`config.mk`:
```
export PLATFORM = sky130hd
export DESIGN_NAME = round_robin_task_scheduler
export DESIGN_NICKNAME = d
export VERILOG_FILES = /design/src/rtl/rrts_pkg.sv /design/src/rtl/round_robin_task_scheduler.sv /design/src/rtl/rrts_list.sv
export VERILOG_INCLUDE_DIRS = /design/src /design/src/rtl
export SDC_FILE = /design/constraint.sdc
export NUM_CORES = 2
export LEC_CHECK = 0
export ABC_AREA = 1
export BUFFER_PORTS_ARGS = -buffer_cell sky130_fd_sc_hd__buf_2
export CAP_MARGIN = 15
export CORE_MARGIN = 10
export CORE_UTILIZATION = 55
export DETAILED_ROUTE_END_ITERATION = 10
export PLACE_DENSITY_LB_ADDON = 0.08
export SYNTH_ARGS = -nofsm -noshare
export SYNTH_HDL_FRONTEND = slang
export SYNTH_SLANG_ARGS = --single-unit
export TNS_END_PERCENT = 100
```
`constraint.sdc`:
```
create_clock -name clock -period 14.5 [get_ports clock]
set_input_delay 0 -clock clock [delete_from_list [all_inputs] [get_ports clock]]
set_output_delay 0 -clock clock [all_outputs]
set_load 0.02 [all_outputs]
```
`src/rtl/round_robin_task_scheduler_macros.svh`:
```
// Assertion macros shared by the scheduler RTL.
`ifndef ROUND_ROBIN_TASK_SCHEDULER_MACROS_SVH
`define ROUND_ROBIN_TASK_SCHEDULER_MACROS_SVH
`ifndef SYNTH
// Same-cycle implication, disabled while reset is high.
`define RRTS_ASSERT_IMPLY(lbl, clk, rst, ante, cons) \
   lbl: assert property (@(posedge clk) disable iff (rst) (ante) |-> (cons)) \
      else $error("scheduler assertion failed");
// Next-cycle implication, disabled while reset is high.
`define RRTS_ASSERT_NEXT(lbl, clk, rst, ante, cons) \
   lbl: assert property (@(posedge clk) disable iff (rst) (ante) |=> (cons)) \
      else $error("scheduler assertion failed");
`else
`define RRTS_ASSERT_IMPLY(lbl, clk, rst, ante, cons)
`define RRTS_ASSERT_NEXT(lbl, clk, rst, ante, cons)
`endif
`endif

```
`src/rtl/rrts_pkg.sv`:
```
// Types and constants shared by the scheduler modules.
package rrts_pkg;
   localparam int NUM_IDS = 16;
   localparam int ID_W    = 4;
   localparam int CNT_W   = 5;

   localparam logic [2:0] ACT_READY   = 3'd0;
   localparam logic [2:0] ACT_UNREADY = 3'd1;
   localparam logic [2:0] ACT_SCHED   = 3'd2;
   localparam logic [2:0] ACT_SLEEP   = 3'd3;
   localparam logic [2:0] ACT_CANCEL  = 3'd4;
   localparam logic [2:0] ACT_TICK    = 3'd5;

   typedef logic [ID_W-1:0] id_type;

   typedef struct packed {
      logic [2:0]  action;
      logic [3:0]  task_id;
      logic [31:0] amount_ms;
   } req_type;

   typedef struct packed {
      logic [3:0] current_task;
      logic       current_idle;
      logic [4:0] ready_count;
      logic [4:0] woken_count;
      logic       rejected;
   } rsp_type;

   // One access cycle of an ordered id list.
   typedef struct packed {
      id_type rd_addr;
      logic   wr_en;
      id_type wr_addr;
      id_type wr_data;
      logic   set_en;
      id_type set_id;
      logic   clr_en;
      id_type clr_id;
   } rrts_list_cmd_type;
endpackage

```
`src/rtl/round_robin_task_scheduler.sv`:
```
// Top level of the round-robin task scheduler with sleep timeouts.
//
// A transaction is accepted at a rising clock edge with start high and busy
// low; req_data carries action, task id and amount. busy stays high while
// the sequencer works the item. When it finishes, rsp_valid is high for one
// cycle with the status in rsp_data; the receiver cannot stall it.
// Work per action: mark ready, schedule with an empty ring, and rejected or no-op
// actions go straight to the strobe; schedule rotates the ring, moving each entry
// down by one place; mark unready and cancel make one removal scan; sleep
// makes up to two scans and one add; tick adds the amount to the clock, then
// compares the deadline of each sleeper with it.
// One list entry is read and one written per cycle; a single 64-bit adder
// serves both deadline and clock updates. The next transaction may be taken
// in the cycle the strobe is shown.
// Reset clears the ring and sleep lists, the clock and selects the idle task.
module round_robin_task_scheduler (
   input  logic              clock,
   input  logic              reset,
   input  logic              start,
   output logic              busy,
   input  rrts_pkg::req_type req_data,
   output logic              rsp_valid,
   output rrts_pkg::rsp_type rsp_data
);
   `include "round_robin_task_scheduler_macros.svh"

   localparam logic [8:0] MAX_LIM = 9'(rrts_pkg::NUM_IDS);

   typedef enum logic [3:0] {
      S_IDLE, S_RM_RING, S_RM_SLEEP, S_SLEEP_FIN, S_ROTATE,
      S_TICK_ADD, S_TICK_SCAN, S_DONE
   } state_type;

   state_type         state_ff, state_in;
   logic [4:0]        idx_ff, idx_in;
   logic [4:0]        wptr_ff, wptr_in;
   logic              found_ff, found_in;
   rrts_pkg::id_type  target_ff, target_in;
   logic [2:0]        act_ff, act_in;
   logic [31:0]       amt_ff, amt_in;
   rrts_pkg::id_type  head_ff, head_in;
   logic [4:0]        ready_len_ff, ready_len_in;
   logic [4:0]        sleep_len_ff, sleep_len_in;
   logic [63:0]       now_ff, now_in;
   rrts_pkg::id_type  run_task_ff, run_task_in;
   logic              run_idle_ff, run_idle_in;
   logic [4:0]        woken_ff, woken_in;
   logic              rejected_ff, rejected_in;
   logic              rsp_valid_ff, rsp_valid_in;
   rrts_pkg::rsp_type rsp_ff, rsp_in;

   logic [63:0]       deadline_ff [rrts_pkg::NUM_IDS];
   logic              dl_we;
   rrts_pkg::id_type  dl_addr;

   rrts_pkg::rrts_list_cmd_type  ring_cmd, sleep_cmd;
   rrts_pkg::id_type             ring_rd, sleep_rd;
   logic [rrts_pkg::NUM_IDS-1:0] ring_mem, sleep_mem;

   logic [63:0] sum;
   logic [63:0] dl_rd;
   logic        wake;
   logic        ring_full, sleep_full, req_id_ok, run_id_ok;

   rrts_list u_ring (
      .clock(clock), .reset(reset), .cmd(ring_cmd), .rd_data(ring_rd), .member(ring_mem)
   );
   rrts_list u_sleep (
      .clock(clock), .reset(reset), .cmd(sleep_cmd), .rd_data(sleep_rd), .member(sleep_mem)
   );

   // Shared adder and deadline compare.
   assign sum        = now_ff + {32'd0, amt_ff};
   assign dl_rd      = deadline_ff[sleep_rd];
   assign wake       = ({5'd0, sleep_rd} < MAX_LIM) && (now_ff > dl_rd);
   assign ring_full  = {4'd0, ready_len_ff} >= MAX_LIM;
   assign sleep_full = {4'd0, sleep_len_ff} >= MAX_LIM;
   assign req_id_ok  = {5'd0, req_data.task_id} < MAX_LIM;
   assign run_id_ok  = {5'd0, run_task_ff} < MAX_LIM;

   // Sequencer next-state logic.
   always_comb begin
      state_in     = state_ff;
      idx_in       = idx_ff;
      wptr_in      = wptr_ff;
      found_in     = found_ff;
      target_in    = target_ff;
      act_in       = act_ff;
      amt_in       = amt_ff;
      head_in      = head_ff;
      ready_len_in = ready_len_ff;
      sleep_len_in = sleep_len_ff;
      now_in       = now_ff;
      run_task_in  = run_task_ff;
      run_idle_in  = run_idle_ff;
      woken_in     = woken_ff;
      rejected_in  = rejected_ff;
      rsp_valid_in = 1'b0;
      rsp_in       = rsp_ff;
      dl_we        = 1'b0;
      dl_addr      = target_ff;
      ring_cmd     = '0;
      sleep_cmd    = '0;
      ring_cmd.rd_addr  = (state_ff == S_IDLE) ? '0 : idx_ff[3:0];
      sleep_cmd.rd_addr = idx_ff[3:0];

      case (state_ff)
         S_IDLE: begin
            if (start) begin
               act_in      = req_data.action;
               target_in   = req_data.task_id;
               amt_in      = req_data.amount_ms;
               woken_in    = '0;
               rejected_in = 1'b0;
               idx_in      = '0;
               wptr_in     = '0;
               found_in    = 1'b0;
               head_in     = ring_rd;
               state_in    = S_DONE;
               case (req_data.action)
                  rrts_pkg::ACT_READY: begin
                     if (!req_id_ok || ring_mem[req_data.task_id] || ring_full) begin
                        rejected_in = 1'b1;
                     end else begin
                        ring_cmd.wr_en   = 1'b1;
                        ring_cmd.wr_addr = ready_len_ff[3:0];
                        ring_cmd.wr_data = req_data.task_id;
                        ring_cmd.set_en  = 1'b1;
                        ring_cmd.set_id  = req_data.task_id;
                        ready_len_in     = ready_len_ff + 5'd1;
                     end
                  end
                  rrts_pkg::ACT_UNREADY: begin
                     if (req_id_ok && ring_mem[req_data.task_id]) begin
                        state_in = S_RM_RING;
                     end
                  end
                  rrts_pkg::ACT_SCHED: begin
                     if (ready_len_ff == '0) begin
                        run_idle_in = 1'b1;
                        run_task_in = '0;
                     end else begin
                        idx_in   = 5'd1;
                        state_in = S_ROTATE;
                     end
                  end
                  rrts_pkg::ACT_SLEEP: begin
                     if (run_idle_ff || !run_id_ok) begin
                        rejected_in = 1'b1;
                     end else begin
                        target_in = run_task_ff;
                        if (ring_mem[run_task_ff]) begin
                           state_in = S_RM_RING;
                        end else if (sleep_mem[run_task_ff]) begin
                           state_in = S_RM_SLEEP;
                        end else begin
                           state_in = S_SLEEP_FIN;
                        end
                     end
                  end
                  rrts_pkg::ACT_CANCEL: begin
                     if (req_id_ok && sleep_mem[req_data.task_id]) begin
                        state_in = S_RM_SLEEP;
                     end
                  end
                  rrts_pkg::ACT_TICK: begin
                     state_in = S_TICK_ADD;
                  end
                  default: begin
                     state_in = S_DONE;
                  end
               endcase
            end
         end

         // Remove target from the ring, closing the gap as the scan goes.
         S_RM_RING: begin
            if (idx_ff < ready_len_ff) begin
               if (found_ff) begin
                  ring_cmd.wr_en   = 1'b1;
                  ring_cmd.wr_addr = idx_ff[3:0] - 4'd1;
                  ring_cmd.wr_data = ring_rd;
               end
               if (ring_rd == target_ff) begin
                  found_in = 1'b1;
               end
               idx_in = idx_ff + 5'd1;
            end else begin
               if (found_ff) begin
                  ready_len_in = ready_len_ff - 5'd1;
               end
               ring_cmd.clr_en = 1'b1;
               ring_cmd.clr_id = target_ff;
               idx_in   = '0;
               found_in = 1'b0;
               if (act_ff == rrts_pkg::ACT_SLEEP) begin
                  state_in = sleep_mem[target_ff] ? S_RM_SLEEP : S_SLEEP_FIN;
               end else begin
                  state_in = S_DONE;
               end
            end
         end

         // Remove target from the sleep list.
         S_RM_SLEEP: begin
            if (idx_ff < sleep_len_ff) begin
               if (found_ff) begin
                  sleep_cmd.wr_en   = 1'b1;
                  sleep_cmd.wr_addr = idx_ff[3:0] - 4'd1;
                  sleep_cmd.wr_data = sleep_rd;
               end
               if (sleep_rd == target_ff) begin
                  found_in = 1'b1;
               end
               idx_in = idx_ff + 5'd1;
            end else begin
               if (found_ff) begin
                  sleep_len_in = sleep_len_ff - 5'd1;
               end
               sleep_cmd.clr_en = 1'b1;
               sleep_cmd.clr_id = target_ff;
               idx_in   = '0;
               found_in = 1'b0;
               state_in = (act_ff == rrts_pkg::ACT_SLEEP) ? S_SLEEP_FIN : S_DONE;
            end
         end

         // Store the deadline and file the task at the sleep list tail.
         S_SLEEP_FIN: begin
            dl_we = 1'b1;
            if (!sleep_full) begin
               sleep_cmd.wr_en   = 1'b1;
               sleep_cmd.wr_addr = sleep_len_ff[3:0];
               sleep_cmd.wr_data = target_ff;
               sleep_cmd.set_en  = 1'b1;
               sleep_cmd.set_id  = target_ff;
               sleep_len_in      = sleep_len_ff + 5'd1;
            end
            state_in = S_DONE;
         end

         // Shift the ring down by one and put the old head at the tail.
         S_ROTATE: begin
            if (idx_ff < ready_len_ff) begin
               ring_cmd.wr_en   = 1'b1;
               ring_cmd.wr_addr = idx_ff[3:0] - 4'd1;
               ring_cmd.wr_data = ring_rd;
               if (idx_ff == 5'd1) begin
                  run_task_in = ring_rd;
               end
               idx_in = idx_ff + 5'd1;
            end else begin
               ring_cmd.wr_en   = 1'b1;
               ring_cmd.wr_addr = ready_len_ff[3:0] - 4'd1;
               ring_cmd.wr_data = head_ff;
               if (ready_len_ff == 5'd1) begin
                  run_task_in = head_ff;
               end
               run_idle_in = 1'b0;
               state_in    = S_DONE;
            end
         end

         S_TICK_ADD: begin
            now_in   = sum;
            idx_in   = '0;
            wptr_in  = '0;
            state_in = S_TICK_SCAN;
         end

         // Compact the sleep list, moving expired sleepers to the ring unless already there or full.
         S_TICK_SCAN: begin
            if (idx_ff < sleep_len_ff) begin
               if (wake) begin
                  sleep_cmd.clr_en = 1'b1;
                  sleep_cmd.clr_id = sleep_rd;
                  if (!ring_mem[sleep_rd] && !ring_full) begin
                     ring_cmd.wr_en   = 1'b1;
                     ring_cmd.wr_addr = ready_len_ff[3:0];
                     ring_cmd.wr_data = sleep_rd;
                     ring_cmd.set_en  = 1'b1;
                     ring_cmd.set_id  = sleep_rd;
                     ready_len_in     = ready_len_ff + 5'd1;
                     woken_in         = woken_ff + 5'd1;
                  end
               end else begin
                  sleep_cmd.wr_en   = 1'b1;
                  sleep_cmd.wr_addr = wptr_ff[3:0];
                  sleep_cmd.wr_data = sleep_rd;
                  wptr_in           = wptr_ff + 5'd1;
               end
               idx_in = idx_ff + 5'd1;
            end else begin
               sleep_len_in = wptr_ff;
               state_in     = S_DONE;
            end
         end

         S_DONE: begin
            rsp_valid_in        = 1'b1;
            rsp_in.current_task = run_idle_ff ? '0 : run_task_ff;
            rsp_in.current_idle = run_idle_ff;
            rsp_in.ready_count  = ready_len_ff;
            rsp_in.woken_count  = woken_ff;
            rsp_in.rejected     = rejected_ff;
            state_in            = S_IDLE;
         end

         default: begin
            state_in = S_IDLE;
         end
      endcase
   end

   // Sequencer state, scheduler status and registered outputs.
   always_ff @(posedge clock) begin
      if (reset) begin
         state_ff     <= S_IDLE;
         ready_len_ff <= '0;
         sleep_len_ff <= '0;
         now_ff       <= '0;
         run_task_ff  <= '0;
         run_idle_ff  <= 1'b1;
         rsp_valid_ff <= 1'b0;
         rsp_ff       <= '0;
      end else begin
         state_ff     <= state_in;
         ready_len_ff <= ready_len_in;
         sleep_len_ff <= sleep_len_in;
         now_ff       <= now_in;
         run_task_ff  <= run_task_in;
         run_idle_ff  <= run_idle_in;
         rsp_valid_ff <= rsp_valid_in;
         rsp_ff       <= rsp_in;
      end
   end

   // Working registers of the current transaction.
   always_ff @(posedge clock) begin
      idx_ff      <= idx_in;
      wptr_ff     <= wptr_in;
      found_ff    <= found_in;
      target_ff   <= target_in;
      act_ff      <= act_in;
      amt_ff      <= amt_in;
      head_ff     <= head_in;
      woken_ff    <= woken_in;
      rejected_ff <= rejected_in;
   end

   // Wake deadlines, one per task id.
   always_ff @(posedge clock) begin
      if (dl_we) begin
         deadline_ff[dl_addr] <= sum;
      end
   end

   assign busy      = (state_ff != S_IDLE);
   assign rsp_valid = rsp_valid_ff;
   assign rsp_data  = rsp_ff;

   `RRTS_ASSERT_NEXT(a_busy_after_start, clock, reset, start && !busy, busy)
   `RRTS_ASSERT_IMPLY(a_rsp_when_free, clock, reset, rsp_valid, !busy)
   `RRTS_ASSERT_NEXT(a_single_strobe, clock, reset, rsp_valid, !rsp_valid)
   `RRTS_ASSERT_IMPLY(a_count_range, clock, reset, rsp_valid,
      rsp_data.ready_count <= 5'd16 && rsp_data.woken_count <= rsp_data.ready_count)
endmodule

```
`src/rtl/rrts_list.sv`:
```
// Ordered id list storage with one read, one write and a membership bitmap.
module rrts_list (
   input  logic                          clock,
   input  logic                          reset,
   input  rrts_pkg::rrts_list_cmd_type   cmd,
   output rrts_pkg::id_type              rd_data,
   output logic [rrts_pkg::NUM_IDS-1:0]  member
);
   rrts_pkg::id_type                entry_ff [rrts_pkg::NUM_IDS];
   logic [rrts_pkg::NUM_IDS-1:0]    member_ff;
   logic [rrts_pkg::NUM_IDS-1:0]    member_in;

   // Entry storage; an entry must only be read after being written, which the list does not enforce.
   always_ff @(posedge clock) begin
      if (cmd.wr_en) begin
         entry_ff[cmd.wr_addr] <= cmd.wr_data;
      end
   end

   // Membership bits track which ids are in the list.
   always_comb begin
      member_in = member_ff;
      if (cmd.clr_en) begin
         member_in[cmd.clr_id] = 1'b0;
      end
      if (cmd.set_en) begin
         member_in[cmd.set_id] = 1'b1;
      end
   end

   always_ff @(posedge clock) begin
      if (reset) begin
         member_ff <= '0;
      end else begin
         member_ff <= member_in;
      end
   end

   assign rd_data = entry_ff[cmd.rd_addr];
   assign member  = member_ff;
endmodule

```
==> results.sh <==
export IMPL_status="finished, final reports clean"
export IMPL_synth_edf_count=1212
export IMPL_wl_um=163000
export IMPL_end_kind="flop"
export IMPL_hold_path_class="input port to flop"
export IMPL_maxUsedRoutingLayer="met4"
export IMPL_fin_worst_skew_ps=31.5
export IMPL_n_fill_cell=8580
export IMPL_grt_pass1_wl_um=244000
export IMPL_via_per_inst=6.03
export IMPL_final_common_cell="edfxtp_1"
export IMPL_netlist_area_mm2=0.0591
export IMPL_clock_latency_ps=760
export IMPL_fin_nets=5478
export IMPL_die_x_um=348
export IMPL_vias=41200
export IMPL_grt_pass1_vias=38900
export IMPL_final_cell_mix="edfxtp_1, nor2_1, o21ai_0"
export IMPL_synthFlopType="edfxtp_1"
export IMPL_dieArea_mm2=0.121
export IMPL_cp_max_fo=127
export IMPL_synth_top_area_cell="edfxtp_1"
export IMPL_coreArea_mm2=0.107
export IMPL_period_minus_slack_ps=8280
export IMPL_dr_wl_met2_um=74700
export IMPL_grt_overflow_total=0
export IMPL_start_util_pct=55.3
export IMPL_drive_gt1_share_pct=8.26
export IMPL_ant_nets=0
export IMPL_grt_max_degree=177
export IMPL_cap_viol_max_count=0
export IMPL_wl_met1_um=70500
export IMPL_antenna_cells=0
export IMPL_cts_tree="built"
export IMPL_ys_seq_area_share_pct=66.1
export IMPL_io_pins=60
export IMPL_slew_limit_headroom_pct=17.2
export IMPL_fin_cells=6836
export IMPL_synth_top_cell_area_share_pct=61.5
export IMPL_cts_made_buffers=142
export IMPL_worstSetupPathType="flop to flop"
export IMPL_period_share_pct=57.1
export IMPL_synth_nets=5358
export IMPL_place_gp_congestion=0.966
export IMPL_max_stage_delay_ps=930
export IMPL_leakagePower_nw=23.4
export IMPL_hold_viol_final=0
export IMPL_synth_cells=5197
export IMPL_pwr_density_cell_mw_per_mm2=212
export IMPL_antenna_found_initial=2
export IMPL_rows=120
export IMPL_post_cts_buffers=0
export IMPL_syn_avg_cell_area_um2=11.4
export IMPL_critPathSlowestCell="nor4_1"
export IMPL_finalSetupTns_ps=0
export IMPL_clk_pin_slew_ps=60
export IMPL_setup_viol=0
export IMPL_fmax_mhz=121
export IMPL_fin_hold_ws_ps=74.6
export IMPL_die_h_um=348
export IMPL_wl_met3_um=12500
export IMPL_h_tree_depth=4
export IMPL_dpl_hpwl_um=93900
export IMPL_irDropWorstVdd_uv=197
export IMPL_drtIter0Drc=4415
export IMPL_grtUsageTotal_pct=26.3
export IMPL_cts_sinks=1347
export IMPL_rsz0062_at_grt="false"
export IMPL_arrival_ps=8650
export IMPL_cp_common_cell="nand2_1"
export IMPL_drc_errors=0
export IMPL_synth_cell_types=58
export IMPL_ys_warnings_count=0
export IMPL_synthTopCellsByArea="edfxtp_1, nor2_1, o21ai_0, dfxtp_1, nand2_1"
export IMPL_async_reset_ff_share_pct=0
export IMPL_slew_viol_final=0
export IMPL_clockRootBuffer="clkbuf_16"
export IMPL_io_buffer_count=59
export IMPL_max_slew_worst_pin_slew_ps=1240
export IMPL_startpoint_type="flop"
export IMPL_ys_seq_elements=1347
export IMPL_dp_cells=6473
export IMPL_drtPass1Iterations=6
export IMPL_areaGrowthSynthToFinish_pct=12.0
export IMPL_cts_buffer_depth=3
export IMPL_routedWlPerCell_um=23.8
export IMPL_required_ps=14870
[through the flow]
step	total power [mW]	worst slack, ps	utilization, %	instance area (um^2)
after global placement	10.4	5900	56.8	60700
after detailed placement	10.5	5730	56.8	60800
after global routing	14.9	5770	62.0	66300
after floorplan	8.85	9970	-	59100
final	14.1	6220	62.0	66300
after CTS	14.1	5650	61.7	66000
[flip-flops by register name, indices dropped and copies added, names as in the netlist, 5 cells and up, named ones only]
name              cells
rsp_data             16
ready_len_ff          5
u_ring.entry_ff      64
amt_ff               32
idx_ff                5
deadline_ff        1024
woken_ff              5
sleep_len_ff          5
u_ring.member        16
u_sleep.entry_ff     64
wptr_ff               5
u_sleep.member       16
now_ff               64
[critical path, delay by kind of cell (launching register included)]
kind | cells | cell delay (ps)
AO/OA/AOI/OAI | 2 | 440
adder cells (fa/ha/maj) | 1 | 320
buffers and inverters | 4 | 1700
flip-flops | 1 | 720
AND/OR/NAND/NOR | 21 | 4450
[power breakdown]
part | switching [mW] | total (mW) | internal (mW)
sequential | 0.146 | 4.87 | 4.73
clock | 1.51 | 3.55 | 2.04
combinational | 3.99 | 5.65 | 1.66
total | 5.64 | 14.1 | 8.43
[kinds of logic (layout without fill, tap and decap cells)]
family	after synthesis	in the layout	share of synthesized area [%]
xor+xnor	78	78	1.16
simple gates	1741	1741	12.3
fa+ha+maj	119	119	2.54
mux	115	115	1.95
compound gates	1164	1164	11.5
flops	1347	1347	66.1
buf+inv	633	869	4.46
[path summary, 6_finish.rpt]
kind	from	end	slack [ps]	depth (start not counted)
max	flop	u_sleep.entry_ff[0][2]$_DFFE_PP_	6220	28
min	req_data[3]	amt_ff[3]$_DFFE_PP_	70	2
max reg2reg	flop	u_sleep.entry_ff[0][2]$_DFFE_PP_	6220	28
min reg2reg	rsp_data[15]$_SDFFE_PP0P_	rsp_data[15]$_SDFFE_PP0P_	480	2
[area by class of cell]
| class | instances | area, um^2 | area share, % |
|---|---|---|---|
| flip-flops and latches | 1347 | 39100 | 59.0 |
| inverters | 370 | 1420 | 2.14 |
| well taps | 1403 | 1760 | 2.65 |
| clock inverters | 79 | 703 | 1.06 |
| clock buffers | 181 | 3810 | 5.75 |
| repair buffers | 239 | 1920 | 2.90 |
| multi-input cells | 3217 | 17600 | 26.5 |
[cell usage after synthesis (26+ instances only)]
cell type / n
nand3_1: 185
mux2i_1: 115
o221ai_1: 121
nor2_1: 759
o211ai_1: 26
o21ai_0: 566
inv_1: 355
clkbuf_1: 126
edfxtp_1: 1212
ha_1: 117
xor2_1: 62
a21oi_1: 222
buf_2: 104
dfxtp_1: 135
o22ai_1: 128
nor3_1: 149
nand2_1: 564
[layer usage]
metal / up-vias / global-route usage, %
met1: 20200 / 37.8
li1: 19000 / -
met2: 1712 / 41.2
met5: - / 0
met3: 321 / 3.65
met4: 0 / 8.81
[timing repair]
item | 4_1_cts | 5_1_grt
hold buffers | 73 | 0
hold endpoints to repair | 91 | 0
resized for setup | 0 | 0
Note: power is estimated with default switching activity, not from simulation.
